`src/hw/rtl/csh_pkg.sv`:
```
// Types and constants shared by the cone-splat height map modules.
`default_nettype none
package csh_pkg;

   localparam int CELL_W  = 22;
   localparam int GRAY_W  = 8;
   localparam int CFG_W   = 4;
   localparam int FUNC_W  = 2;
   localparam int LEVEL_W = 4;
   localparam int COORD_W = 9;
   localparam int OFS_W   = 11;
   localparam int SH_W    = 4;

   localparam logic [CELL_W-1:0] CELL_MAX  = '1;
   localparam logic [CFG_W-1:0]  CFG_RESET = 4'd9;

   typedef enum logic [1:0] {
      FUNC_SPLAT = 2'd0,
      FUNC_READ  = 2'd1,
      FUNC_CLEAR = 2'd2,
      FUNC_NONE  = 2'd3
   } func_type;

   typedef enum logic [1:0] {
      CMD_SPLAT,
      CMD_READ,
      CMD_CLEAR,
      CMD_EMPTY
   } cmd_kind_type;

   typedef struct packed {
      cmd_kind_type               kind;
      logic [LEVEL_W-1:0]         level;
      logic [SH_W-1:0]            shift;
      logic signed [OFS_W-1:0]    org_x;
      logic signed [OFS_W-1:0]    org_y;
      logic [COORD_W-1:0]         read_x;
      logic [COORD_W-1:0]         read_y;
   } cmd_type;

   typedef enum logic [2:0] {
      BK_CLEAR,
      BK_IDLE,
      BK_SPLAT,
      BK_DRAIN,
      BK_READ,
      BK_LOAD,
      BK_DIV,
      BK_RESP
   } back_state_type;

endpackage
`default_nettype wire

```
`src/hw/rtl/csh_queue.sv`:
```
// Two-entry command queue between the front end and the back end.
`default_nettype none
module csh_queue (
   input  logic              clock,
   input  logic              reset,
   input  logic              push,
   input  csh_pkg::cmd_type  push_cmd,
   output logic              full,
   input  logic              pop,
   output logic              head_valid,
   output csh_pkg::cmd_type  head_cmd
);
   import csh_pkg::*;

   cmd_type    ent_ff [2];
   logic       wr_ff, wr_in;
   logic       rd_ff, rd_in;
   logic [1:0] cnt_ff, cnt_in;

   assign full       = (cnt_ff == 2'd2);
   assign head_valid = (cnt_ff != 2'd0);
   assign head_cmd   = ent_ff[rd_ff];

   always_comb begin
      wr_in  = push ? ~wr_ff : wr_ff;
      rd_in  = pop ? ~rd_ff : rd_ff;
      cnt_in = cnt_ff + {1'b0, push} - {1'b0, pop};
   end

   always_ff @(posedge clock) begin
      if (reset) begin
         wr_ff  <= 1'b0;
         rd_ff  <= 1'b0;
         cnt_ff <= 2'd0;
      end else begin
         wr_ff  <= wr_in;
         rd_ff  <= rd_in;
         cnt_ff <= cnt_in;
      end
   end

   always_ff @(posedge clock) begin
      if (push) begin
         ent_ff[wr_ff] <= push_cmd;
      end
   end

endmodule
`default_nettype wire

```
`config.mk`:
```
export PLATFORM = sky130hd
export DESIGN_NAME = csh_queue
export DESIGN_NICKNAME = d
export VERILOG_FILES = /design/src/hw/rtl/csh_pkg.sv /design/src/hw/rtl/csh_queue.sv
export SDC_FILE = /design/constraint.sdc
export NUM_CORES = 1
export LEC_CHECK = 0
export ABC_AREA = 1
export ABC_CLOCK_PERIOD_IN_PS = 7750
export BUFFER_PORTS_ARGS = -buffer_cell sky130_fd_sc_hd__buf_2
export CORE_MARGIN = 2
export CORE_UTILIZATION = 45
export CTS_BUF_LIST = sky130_fd_sc_hd__clkbuf_16
export DETAILED_ROUTE_END_ITERATION = 8
export PLACE_DENSITY_LB_ADDON = 0.25
export SYNTH_ARGS = -nofsm -noshare
export SYNTH_HDL_FRONTEND = slang
export SYNTH_SLANG_ARGS = --single-unit
export TNS_END_PERCENT = 50
```
`constraint.sdc`:
```
create_clock -name clock -period 7.75 [get_ports clock]
set_input_delay 1.55 -clock clock [delete_from_list [all_inputs] [get_ports clock]]
set_output_delay 1.55 -clock clock [all_outputs]
set_load 0.1 [all_outputs]
```
==> results.md <==
* Port buffer count at approximately 110
* CP Cell Sequence: mux2_4, buf_2
* WL final at roughly 6500 um
* Tightest Pin Transition at about 1100 ps
* Final number of max-transition violations at 0
* Netlist Area Pre-Place at ~4100 um^2
* Die area at slightly below 10000 um^2
* Clock Root Buffer: clkbuf_16
* Status: completed
* Top routing layer in use: met4
* Largest net degree at the start of global routing at 52
* Main synth FF type: edfxtp_1
* Final Wtd Congestion at 0.693
* Drt first pass iters at 4
* Number of hold buffers added after CTS at 0
* Crit path max-delay family: flip-flops
* Ports at between 100 and 150
* Post-CTS sizing at 0
* Synth cell types at 13
* Critical path buffer and inverter count at 1
* Top cell type's share of synthesized area at 0.734
* Static Leak at between 2 and 2.5 nW
* Area contributors post-synth: edfxtp_1 (73%), mux2_4 (18%), buf_12 (2.4%)
* Core box area at between 8000 and 9000 um^2
* Number of synthesized register bits at roughly 110
* Worst-skew pair later-pin latency at about 330 ps
* Fin. Hold Viols at 0
* Met2 wire len at 3200 um
* Starting density of the core at 0.467
* Syn avg cell area at ~22 um^2
* Worst endpoint required time at around 6200 ps
* Layout area overhead at 20.9%
* Crit path time final at between 3000 and 4000 ps
* Final setup viols at 0
* Total power at between 1 and 1.5 mW
* Setup TNS at 0 ps
* Share of layout cells above drive strength 1 at 0.568
* Crit path capture type: output port
* Syn_nets at 243
* ANT cells at 0
* Critical path class: reg -> out
* Maximum clock rate at 0.279 GHz
* Vias in the first global route at between 2000 and 2500
* Die X at between 90 and 100 um
* H-Tree Depth at 3
* Seq/Total Area, Yosys at 0.759
* Clk buf depth at 2
* Vias per cell at 4.82
* 1st-iter DRT viols at 60
* Crit path DAT at just over 2000 ps
* Min-Delay Path Class: reg -> reg
* Cell taking the most area after synthesis: edfxtp_1
* Worst VDD drop at around 0.16 mV
* Top post-synthesis cells by count: edfxtp_1 (100), mux2_4 (50), inv_1 (8)
* Clock sinks at between 100 and 150
* Crit Path Max Fanout at 50
* # Max-Cap Violations at 0
* Hold slack at about 540 ps
* Post-route ant nets at 0
* Post-synth EDFFs at 100
* Via Count at between 1500 and 2000
* CP max-delay cell: dfxtp_4
* Setup Fix Bufs, Post-CTS at 0
* CTS tree: built
* Pwr Density at a little under 300 nW/um^2
* RSZ-0062 raised after global routing: false
* CP Launch Type: flip-flop
* Clock-pin slew on the worst setup and hold paths at about 60 ps
* Most common cell in the netlist: edfxtp_1
* Metal3 WL at between 400 and 500 um
* First-pass GRT wire length at 9890 um
* GR Overflow Total at 0
* Initial antenna violation count at 0
* Synth warn at 0
* Die H at just under 100 um
* Worst Skew at approximately 7.1 ps
* Drt drc at 0
* Final layout net count at 354
* Synthesized netlist cell count at ~190
* Total track usage at 0.134
* HPWL Detailed at ~4300 um
* Met1 Routed Length at 2780 um
* WL/cell at 15.9 um
* Asr flop ratio synth at 0
* Largest stage delay, worst path at a little under 1000 ps
* Final Cycle Share at 0.463
* Slew Limit Headroom at 0.276
* Placement row count at 34
* CTS Buf Count at 9
-- cells by family (layout without fill, tap and decap cells) --
group | after synthesis | count (layout) | synth area share
compound gates | 1 | 1 | 0.00122
xor+xnor | 1 | 1 | 0.00214
simple gates | 14 | 14 | 0.0135
mux | 50 | 50 | 0.184
fa+ha+maj | 2 | 2 | 0.00612
flops | 105 | 105 | 0.759
buf+inv | 14 | 130 | 0.0346
-- final timing paths --
path / cells after the start / endpoint / slack [ps] / from
worst min-delay path: 2 / rd_ff / 540 / rd_ff
worst min register to register: 2 / rd_ff / 540 / rd_ff
worst max register to register: 2 / ent_ff[0][26] / 6010 / wr_ff
worst max-delay path: 2 / head_cmd[11] / 4160 / flip-flop
-- metal layers --
layer  global-route usage  vias to the layer above
met1                0.168                      965
met5                    0                        -
li1                     -                      937
met2                0.222                       69
met4               0.0569                        0
met3               0.0351                        8
-- area by class of cell --
type / count / area, um^2
sequential: 105 / 3110
timing repair buffer: 106 / 533
fill: 707 / 3820
tap: 108 / 135
inverter: 8 / 30.0
clock inverter: 7 / 62.6
clock buffer: 9 / 225
multi-input combinational: 68 / 852
-- placed cells by master (no fill, tap or decap), drive strengths merged, types with 2 or more instances in the layout --
| cell type | netlist | final |
|---|---|---|
| buf | 6 | 106 |
| dfxtp | 5 | 5 |
| clkbuf | 0 | 9 |
| ha | 2 | 2 |
| inv | 8 | 11 |
| edfxtp | 100 | 100 |
| nand2 | 5 | 5 |
| nor2 | 7 | 7 |
| clkinv | 0 | 2 |
| mux2 | 50 | 50 |
-- tightest hold or removal path, cell delays in order (launching register included) --
cell and delay, ps:
dfxtp_1 320, xnor2_1 90, nor2_1 90
-- power breakdown --
group          switching (mW)  internal (mW)  total, mW  leakage, nW
logic                   0.258         0.0774      0.335        0.881
registers              0.0218          0.656      0.678        0.981
clock network           0.183          0.247      0.430        0.146
total                   0.463          0.981       1.44         2.01
-- registers in the layout, indices dropped and copies added (netlist names), named ones only --
| signal | count |
|---|---|
| ent_ff | 100 |
| cnt_ff | 2 |
| rd_ff | 1 |
| wr_ff | 1 |
-- stage by stage --
step	cell area, um^2	setup WS, ps	util	instances
floorplan	4090	3600	-	187
global placement	4660	4430	0.531	395
detailed placement	4660	4460	0.531	395
CTS	4940	4090	0.564	411
global route	4940	4040	0.564	411
finish	4940	4160	0.564	411
No activity file was read; power rests on OpenSTA's default activity.
