<file path="config.mk">
export PLATFORM = sky130hd
export DESIGN_NAME = csh_front
export DESIGN_NICKNAME = d
export VERILOG_FILES = /design/src/hw/rtl/csh_pkg.sv /design/src/hw/rtl/csh_front.sv
export SDC_FILE = /design/constraint.sdc
export NUM_CORES = 1
export LEC_CHECK = 0
export ABC_AREA = 1
export BUFFER_PORTS_ARGS = -buffer_cell sky130_fd_sc_hd__buf_2
export CAP_MARGIN = 20
export CORE_ASPECT_RATIO = 1.75
export CORE_UTILIZATION = 38
export DETAILED_ROUTE_END_ITERATION = 8
export GPL_TIMING_DRIVEN = 0
export PLACE_DENSITY = 0.81
export SLEW_MARGIN = 10
export SYNTH_ARGS = -nofsm -noshare
export SYNTH_HDL_FRONTEND = slang
export SYNTH_SLANG_ARGS = --single-unit
</file>
<file path="constraint.sdc">
create_clock -name vclk -period 1.38
set_input_delay 0.069 -clock vclk [all_inputs]
set_output_delay 0.069 -clock vclk [all_outputs]
set_load 0.005 [all_outputs]
</file>
<file path="src/hw/rtl/csh_pkg.sv">
// Types and constants shared by the cone-splat height map modules.
`default_nettype none
package csh_pkg;

   localparam int CELL_W  = 22;
   localparam int GRAY_W  = 8;
   localparam int CFG_W   = 4;
   localparam int FUNC_W  = 2;
   localparam int LEVEL_W = 4;
   localparam int COORD_W = 9;
   localparam int OFS_W   = 11;
   localparam int SH_W    = 4;

   localparam logic [CELL_W-1:0] CELL_MAX  = '1;
   localparam logic [CFG_W-1:0]  CFG_RESET = 4'd9;

   typedef enum logic [1:0] {
      FUNC_SPLAT = 2'd0,
      FUNC_READ  = 2'd1,
      FUNC_CLEAR = 2'd2,
      FUNC_NONE  = 2'd3
   } func_type;

   typedef enum logic [1:0] {
      CMD_SPLAT,
      CMD_READ,
      CMD_CLEAR,
      CMD_EMPTY
   } cmd_kind_type;

   typedef struct packed {
      cmd_kind_type               kind;
      logic [LEVEL_W-1:0]         level;
      logic [SH_W-1:0]            shift;
      logic signed [OFS_W-1:0]    org_x;
      logic signed [OFS_W-1:0]    org_y;
      logic [COORD_W-1:0]         read_x;
      logic [COORD_W-1:0]         read_y;
   } cmd_type;

   typedef enum logic [2:0] {
      BK_CLEAR,
      BK_IDLE,
      BK_SPLAT,
      BK_DRAIN,
      BK_READ,
      BK_LOAD,
      BK_DIV,
      BK_RESP
   } back_state_type;

endpackage
`default_nettype wire

</file>
<file path="src/hw/rtl/csh_front.sv">
// Request front end: handshake and classification of each request into a queued command.
`default_nettype none
module csh_front (
   input  logic                          req_valid,
   output logic                          req_stall,
   input  logic [csh_pkg::FUNC_W-1:0]    req_func,
   input  logic [csh_pkg::LEVEL_W-1:0]   req_level,
   input  logic [csh_pkg::COORD_W-1:0]   req_off_x,
   input  logic [csh_pkg::COORD_W-1:0]   req_off_y,
   input  logic signed [csh_pkg::COORD_W-1:0] req_rand_x,
   input  logic signed [csh_pkg::COORD_W-1:0] req_rand_y,
   input  logic [csh_pkg::COORD_W-1:0]   req_read_x,
   input  logic [csh_pkg::COORD_W-1:0]   req_read_y,
   input  logic [csh_pkg::CFG_W-1:0]     map_log2,
   input  logic                          init_busy,
   input  logic                          q_full,
   output logic                          push,
   output csh_pkg::cmd_type              push_cmd
);
   import csh_pkg::*;

   assign req_stall = q_full | init_busy;
   assign push      = req_valid & ~req_stall;

   always_comb begin
      push_cmd        = '0;
      push_cmd.level  = req_level;
      push_cmd.shift  = map_log2 - req_level;
      push_cmd.org_x  = OFS_W'($signed({2'b00, req_off_x})) + OFS_W'(req_rand_x);
      push_cmd.org_y  = OFS_W'($signed({2'b00, req_off_y})) + OFS_W'(req_rand_y);
      push_cmd.read_x = req_read_x;
      push_cmd.read_y = req_read_y;
      case (func_type'(req_func))
         FUNC_SPLAT: begin
            if (req_level != '0 && req_level <= map_log2) begin
               push_cmd.kind = CMD_SPLAT;
            end else begin
               push_cmd.kind = CMD_EMPTY;
            end
         end
         FUNC_READ: begin
            if ((req_read_x >> map_log2) == '0 && (req_read_y >> map_log2) == '0) begin
               push_cmd.kind = CMD_READ;
            end else begin
               push_cmd.kind = CMD_EMPTY;
            end
         end
         FUNC_CLEAR: begin
            push_cmd.kind = CMD_CLEAR;
         end
         default: begin
            push_cmd.kind = CMD_EMPTY;
         end
      endcase
   end

endmodule
`default_nettype wire

</file>
==> results.json, run 1 <==
{
  "status": "complete, but fails checks",
  "violations": "negative setup slack",
  "syn2layout_area_growth_pct": 70.7,
  "die_h_um": 85.1,
  "antenna_left": 0,
  "critical_path_class": "in -> out",
  "drt_iter0_drc": 18,
  "syn-cell-area_um2": 1500,
  "yosysWarnings": 0,
  "drcViolationCount": 0,
  "die_area_um2": 4210,
  "path_max_fanout": 3,
  "placedCellCount": 410,
  "critPathArrivalTime_ns": 1.34,
  "layout_commonest_cell": "buf_2",
  "holdWs_ns": 0.403,
  "relSlewSlack_pct": 83.3,
  "drt_pass1_iterations": 4,
  "critical_path.cell_chain": "buf_6 > ha_4 > inv_2 > fa_2 > o21ai_4 > nand3_2 > nand2_2 > nand2_2 > nand2_1 > nand2_1 > nand2_1 > buf_2",
  "synth_area_leaders": "ha_1 (20%), nand2_1 (12%), buf_4 (11%)",
  "ir_worst_vdd_mv": 0.310,
  "design_area_um2": 2560,
  "fp.dieW_um": 49.5,
  "vias_per_cell": 4.84,
  "start_kind": "input port",
  "io_buffers": 118,
  "maxCapViolCount": 0,
  "path_common_cell": "nand2_1",
  "rsz0062_at_grt": "yes",
  "place_hpwl_mm": 3.83,
  "row_count": 29,
  "period_needed_ns": 1.41,
  "leakagePower_nw": 1.44,
  "coreArea_um2": 3700,
  "nClkBuffers": 0,
  "ctsHoldBuffers": 0,
  "avgRoutedWirePerCell_um": 12.1,
  "nFlopsAndLatches": 0,
  "finalHoldViolCount": 0,
  "post_dp_cell_area_um2": 2150,
  "layout-drive-gt1-share_pct": 55.3,
  "hold_path_class": "in -> out",
  "worstMarginPinSlew_ns": 0.248,
  "antenna_cells": 0,
  "grt-ovfl-total": 0,
  "cpPeakStageDelay_ns": 0.36,
  "finalWirelength_mm": 5.09,
  "syn_inst": 246,
  "gp_congestion": 0.838,
  "layout_common_cells": "buf_2 (113), nand2_1 (41), inv_1 (39)",
  "grt_pass1_wl_mm": 7.35,
  "finalNonFillerCells": 422,
  "antenna_found_initial": 0,
  "synth_nets": 340,
  "maxSlewViolCount": 0,
  "yosysUniqueCellTypes": 30,
  "powerDensity_nw_per_um2": 415,
  "max_freq_mhz": 711,
  "synth.largest_area_cell": "ha_1",
  "layout_setup_ws_ns": -0.0269,
  "grt_pass1_vias": 1943,
  "yosysSeqAreaShare_pct": 0,
  "final.setup.tns_ns": -0.0606,
  "initial_core_util_pct": 40.5,
  "crit_slowest_cell": "fa_2",
  "cp-end-kind": "output port",
  "fin_nets": 472,
  "vias": 2044,
  "avgSynthCellArea_um2": 6.10,
  "setup_viol": 4,
  "globalRouteTotalUtil_pct": 21.2,
  "synth_top_area_share_pct": 20.0,
  "finalCritPeriodShare_pct": 102,
  "worstPathRequired_ns": 1.31,
  "grt_max_degree": 8,
  "ioPinCount": 119,
  "regArea_um2": 0
}
[stage by stage]
step                utilization [%]  power [W]  setup slack [ns]
floorplan                         -   0.000498            0.0121
global placement               58.0   0.000839            -0.234
detailed placement             58.0   0.000856            -0.257
CTS                            64.3   0.000956           -0.0399
global route                   69.2    0.00116            -0.101
finish                         69.2    0.00106           -0.0269
[worst paths after layout]
check	start	to	slack (ns)	depth (start not counted)
max	req_rand_y[0]	push_cmd[28]	-0.03	12
min	req_read_x[7]	push_cmd[16]	0.40	3
[critical path: cells and delay by family]
family	cells	cell delay, ns
adders and majority gates	2	0.49
and+or+nand+nor	6	0.36
buffers and inverters	3	0.22
AOI/OAI and AO/OA	1	0.19
[routing by layer]
metal	track usage, %	routed length (um)	vias up
met2	48.4	3000	94
met4	6.75	136	0
met5	0	0	-
met3	3.41	348	12
met1	16.1	1600	910
li1	-	-	1028
[cell families (layout without fill, tap and decap cells)]
logic type               after synthesis  after routing  synth area share [%]
adder cells (fa/ha/maj)               27             27                  24.0
buffers and inverters                 70            200                  23.1
AND/OR/NAND/NOR                       97             97                  28.4
AO/OA/AOI/OAI                         35             35                  14.6
XOR/XNOR                              17             17                  9.92
[where the power goes]
part | internal [W] | switching (W) | total (W)
sequential | 0 | 0 | 0
combinational | 0.000534 | 0.000530 | 0.00106
clock | 0 | 0 | 0
total | 0.000534 | 0.000530 | 0.00106
[layout make-up]
class / instances / area, um2
Buffer: 23 / 185
Fill cell: 320 / 1140
Inverter: 47 / 194
Multi-Input combinational cell: 176 / 1410
Tap cell: 46 / 57.6
Timing Repair Buffer: 130 / 716
[cell usage after synthesis, types with 2 or more instances]
library cell   n
fa_1           3
nor2_2         2
xnor2_1        4
inv_1         43
nand2_1       46
o211ai_1       3
xor2_1        13
nand3_1       16
o21ai_0        4
o21ai_1        8
inv_2          4
nand2_2        2
nor2_1        20
buf_4         22
ha_1          24
nor3_1         4
a21oi_1       13
nand4_1        3
[what timing repair did]
item	in CTS	in global routing
endpoints found under the setup margin	14	15
pin swaps	16	19
resized for setup	40	27
setup buffers	8	4
cloned	0	0
Note: power is estimated with default switching activity, not from simulation.
==> run 2: changes to the inputs <==
Settings changed: CELL_PAD_IN_SITES_DETAIL_PLACEMENT from default to 2, CELL_PAD_IN_SITES_GLOBAL_PLACEMENT from default to 2, CORE_UTILIZATION 38 to 17, PLACE_DENSITY 0.81 to 0.83.
==> run 2 against run 1 <==
The flow still finishes with violations (negative setup slack); highest routed layer unchanged; non-clock buffer count rose by 10; sequential share of layout area unchanged; cell count grew 19%; global-route usage decreased by 6.1 points; count of clock-buffer cells in the layout unchanged; design area grew 13%; combinational power rose by 17%; largest cell class unchanged; worst setup slack got worse by 0.056 ns; wire length rose by 48%.
==> results.json, run 2 (synthesized netlist as in run 1, its figures left out) <==
{
  "rsz0062_at_grt": "yes",
  "finalWirelength_mm": 7.52,
  "power_frac_seq_pct": 0,
  "critical_path_class": "in -> out",
  "grt_pass1_vias": 2366,
  "start_kind": "input port",
  "combPwrFrac_pct": 100.0,
  "worstPathRequired_ns": 1.31,
  "leakagePower_nw": 1.52,
  "netSwitchingPower_w": 0.000623,
  "layout-drive-gt1-share_pct": 60.6,
  "max_freq_mhz": 684,
  "hold_path_class": "in -> out",
  "dp_slack_ns": -0.324,
  "min_path_cells": 3,
  "min_to": "req_stall",
  "antenna_left": 0,
  "layout_commonest_cell": "buf_2",
  "drt_iter0_drc": 35,
  "setup_viol": 7,
  "worstHoldStart": "q_full",
  "violations": "negative setup slack",
  "startpoint": "req_off_y[0]",
  "vias": 2165,
  "io_buffers": 118,
  "antenna_cells": 0,
  "powerDensity_nw_per_um2": 430,
  "avgRoutedWirePerCell_um": 14.9,
  "row_count": 45,
  "syn2layout_area_growth_pct": 92.9,
  "ir_worst_vdd_mv": 0.201,
  "drcViolationCount": 0,
  "drt_pass1_iterations": 2,
  "fin_nets": 482,
  "layout_setup_ws_ns": -0.0824,
  "die_area_um2": 9220,
  "cp-end-kind": "output port",
  "ioPinCount": 119,
  "multi_input_comb_area_um2": 1550,
  "status": "complete, but fails checks",
  "period_needed_ns": 1.46,
  "postLayoutCoreUtil_pct": 33.6,
  "globalRouteTotalUtil_pct": 15.1,
  "grt_pass1_wl_mm": 11.0,
  "grt_max_degree": 8,
  "antenna_found_initial": 0,
  "grt-ovfl-total": 0,
  "swShare_pct": 50.1,
  "critPathArrivalTime_ns": 1.39,
  "fillers": 1011,
  "final.setup.tns_ns": -0.318,
  "die_h_um": 126,
  "relSlewSlack_pct": 79.5,
  "initial_core_util_pct": 17.4,
  "vias_per_cell": 4.30,
  "power_frac_clock_pct": 0,
  "place_hpwl_mm": 5.95,
  "coreArea_um2": 8610,
  "regArea_um2": 0,
  "maxCapViolCount": 0,
  "fp.dieW_um": 73.0,
  "finalCritPeriodShare_pct": 106,
  "nFlopsAndLatches": 0,
  "nClkBuffers": 0,
  "gp_congestion": 0.777,
  "ctsHoldBuffers": 0,
  "maxSlewViolCount": 0,
  "finalHoldViolCount": 0,
  "layout_common_cells": "buf_2 (109), buf_4 (42), nand2_1 (39)",
  "path_max_fanout": 3,
  "p_int_w": 0.000621,
  "worstMarginPinSlew_ns": 0.304
}
==> run 2: cell count changes in the layout (fill, tap and decap cells not counted), sizes merged <==
cell,change
buf,+10
==> run 2: how the worst max path moves through the flow <==
stage / endpoint / slack, ns
floorplan: push_cmd[49] / 0.01
CTS: push_cmd[28] / -0.08
finish: push_cmd[24] / -0.08
detailed placement: push_cmd[28] / -0.32
global route: push_cmd[28] / -0.17
global placement: push_cmd[28] / -0.28
==> run 2: through the flow <==
step	instance area (um2)	hold WS, ns	cells	power, W
final	2890	0.404	503	0.00124
after global routing	2890	0.424	503	0.00136
after CTS	2650	0.410	491	0.00111
after detailed placement	2240	0.410	481	0.000921
after global placement	2240	0.401	481	0.000877
after floorplan	1500	0.193	246	0.000498
==> run 2: cell type report <==
cell class	count	share of cell area, %
multi-input cells	176	53.5
inverters	47	6.70
well taps	117	5.06
plain buffers	23	6.40
repair buffers	140	28.3
==> run 2: repair_timing <==
item	in CTS	in global routing
buffers inserted	10	13
pin swaps	27	34
setup endpoints to repair	15	13
resized for setup	67	30
==> run 2: critical path, cell delays in order <==
cell,delay [ns]
buf_6,0.08
ha_4,0.13
inv_2,0.04
fa_2,0.36
o21ai_4,0.20
buf_4,0.14
a21oi_2,0.04
xor2_1,0.18
buf_2,0.15
==> run 2: layer usage <==
metal	routed length (um)	track usage, %	vias up	part of all wire, %
met1	2390	13.6	1006	32
met5	0	0	-	0
met2	4480	32.4	102	60
li1	-	-	1043	-
met3	341	0.960	14	4.5
met4	304	5.54	0	4.0
==> run 2: power by group through the flow <==
stage	clock network, W	logic (W)	registers (W)
2_1_floorplan	0	0.000498	0
3_3_place_gp	0	0.000877	0
3_5_place_dp	0	0.000921	0
4_1_cts	0	0.00111	0
5_1_grt	0	0.00136	0
6_report	0	0.00124	0
==> run 3: changes to the inputs <==
Settings changed: PLACE_DENSITY 0.83 to 0.81.
==> run 3 against run 2 <==
The flow still finishes with violations (negative setup slack); global-route usage fell by 0.73 points; cell count fell by 1.2%; sequential cell count did not move; non-clock buffer count fell by 6.
==> results.json, run 3 (synthesized netlist as in run 1, its figures left out) <==
{
  "swShare_pct": 50.7,
  "critical_path_class": "in -> out",
  "globalRouteTotalUtil_pct": 14.4,
  "place_hpwl_mm": 5.79,
  "nFlopsAndLatches": 0,
  "initial_core_util_pct": 17.4,
  "layout_common_cells": "buf_2 (111), nand2_1 (40), inv_1 (37)",
  "max_freq_mhz": 669,
  "finalHoldViolCount": 0,
  "hold_path_class": "in -> out",
  "row_count": 45,
  "grt_pass1_wl_mm": 10.6,
  "grt_pass1_vias": 2336,
  "syn2layout_area_growth_pct": 88.7,
  "multi_input_comb_area_um2": 1540,
  "coreArea_um2": 8610,
  "worstPathRequired_ns": 1.31,
  "io_buffers": 118,
  "p_int_w": 0.000594,
  "fillers": 1026,
  "relSlewSlack_pct": 83.4,
  "regArea_um2": 0,
  "ir_worst_vdd_mv": 0.177,
  "antenna_found_initial": 0,
  "design_area_um2": 2830,
  "combPwrFrac_pct": 100.0,
  "avgRoutedWirePerCell_um": 14.9,
  "violations": "negative setup slack",
  "finalNonFillerCells": 497,
  "drt_iter0_drc": 25,
  "rsz0062_at_grt": "yes",
  "fp.dieW_um": 73.0,
  "leakagePower_nw": 1.48,
  "path_max_fanout": 3,
  "maxSlewViolCount": 0,
  "setup_viol": 7,
  "layout-drive-gt1-share_pct": 60.0,
  "drcViolationCount": 0,
  "status": "complete, but fails checks",
  "layout_commonest_cell": "buf_2",
  "placedCellCount": 481,
  "die_area_um2": 9220,
  "vias_per_cell": 4.26,
  "power_frac_clock_pct": 0,
  "netSwitchingPower_w": 0.000610,
  "ioPinCount": 119,
  "finalWirelength_mm": 7.43,
  "maxCapViolCount": 0,
  "gp_congestion": 0.786,
  "post_dp_cell_area_um2": 2240,
  "power_frac_seq_pct": 0,
  "antenna_cells": 0,
  "cp-end-kind": "output port",
  "grt-ovfl-total": 0,
  "powerDensity_nw_per_um2": 425,
  "start_kind": "input port",
  "finalCritPeriodShare_pct": 108,
  "layout_setup_ws_ns": -0.114,
  "grt_max_degree": 8,
  "die_h_um": 126,
  "vias": 2118,
  "worstMarginPinSlew_ns": 0.247,
  "antenna_left": 0,
  "ctsHoldBuffers": 0,
  "period_needed_ns": 1.49,
  "nClkBuffers": 0,
  "critPathArrivalTime_ns": 1.43,
  "drt_pass1_iterations": 2,
  "fin_nets": 476
}
## run 3: power by group through the flow
stage               clock network [W]  registers, W  logic, W
floorplan                           0             0  0.000498
global placement                    0             0  0.000885
global route                        0             0   0.00132
detailed placement                  0             0  0.000916
CTS                                 0             0   0.00107
finish                              0             0   0.00120
## run 3: critical path: stages
cell and delay [ns]:
buf_8 0.07, ha_4 0.13, inv_2 0.04, fa_2 0.37, o21ai_4 0.21, nand3_2 0.10
nand2_2 0.11, nand2_2 0.06, nand3_1 0.08, nand2_1 0.06, buf_2 0.12
## run 3: repair_timing
action,CTS,global route
pin swaps,24,24
resized for setup,58,34
endpoints found under the setup margin,16,14
buffers inserted,8,8
hold endpoints to repair,0,0
## run 3: metal layers
metal  vias up  wire, um  track usage [%]
li1       1030         -                -
met1       996      2470             12.9
met2        90      4530             32.6
met3         2       408             1.28
met4         0        27            0.923
met5         -         0                0
## run 3: cell type report
| cell class | instances | area share (%) |
|---|---|---|
| multi-input combinational | 176 | 54.2 |
| timing repair buffer | 134 | 27.2 |
| inverter | 47 | 6.85 |
| buffer | 23 | 6.54 |
| tap | 117 | 5.17 |
## run 3: metrics by stage
step,power (W),setup TNS [ns],hold slack [ns],setup WS (ns),util [%]
after floorplan,0.000498,0,0.193,0.0121,-
after global placement,0.000885,-2.61,0.400,-0.312,26.0
after detailed placement,0.000916,-3.00,0.410,-0.354,26.0
after CTS,0.00107,-0.221,0.411,-0.0643,29.9
after global routing,0.00132,-1.06,0.424,-0.196,32.9
final,0.00120,-0.394,0.410,-0.114,32.9
## run 3: path summary, 6_finish.rpt
check / start / endpoint / slack (ns) / cells after the start
setup / recovery: req_rand_y[0] / push_cmd[28] / -0.11 / 11
hold / removal: req_read_x[0] / push_cmd[9] / 0.41 / 3
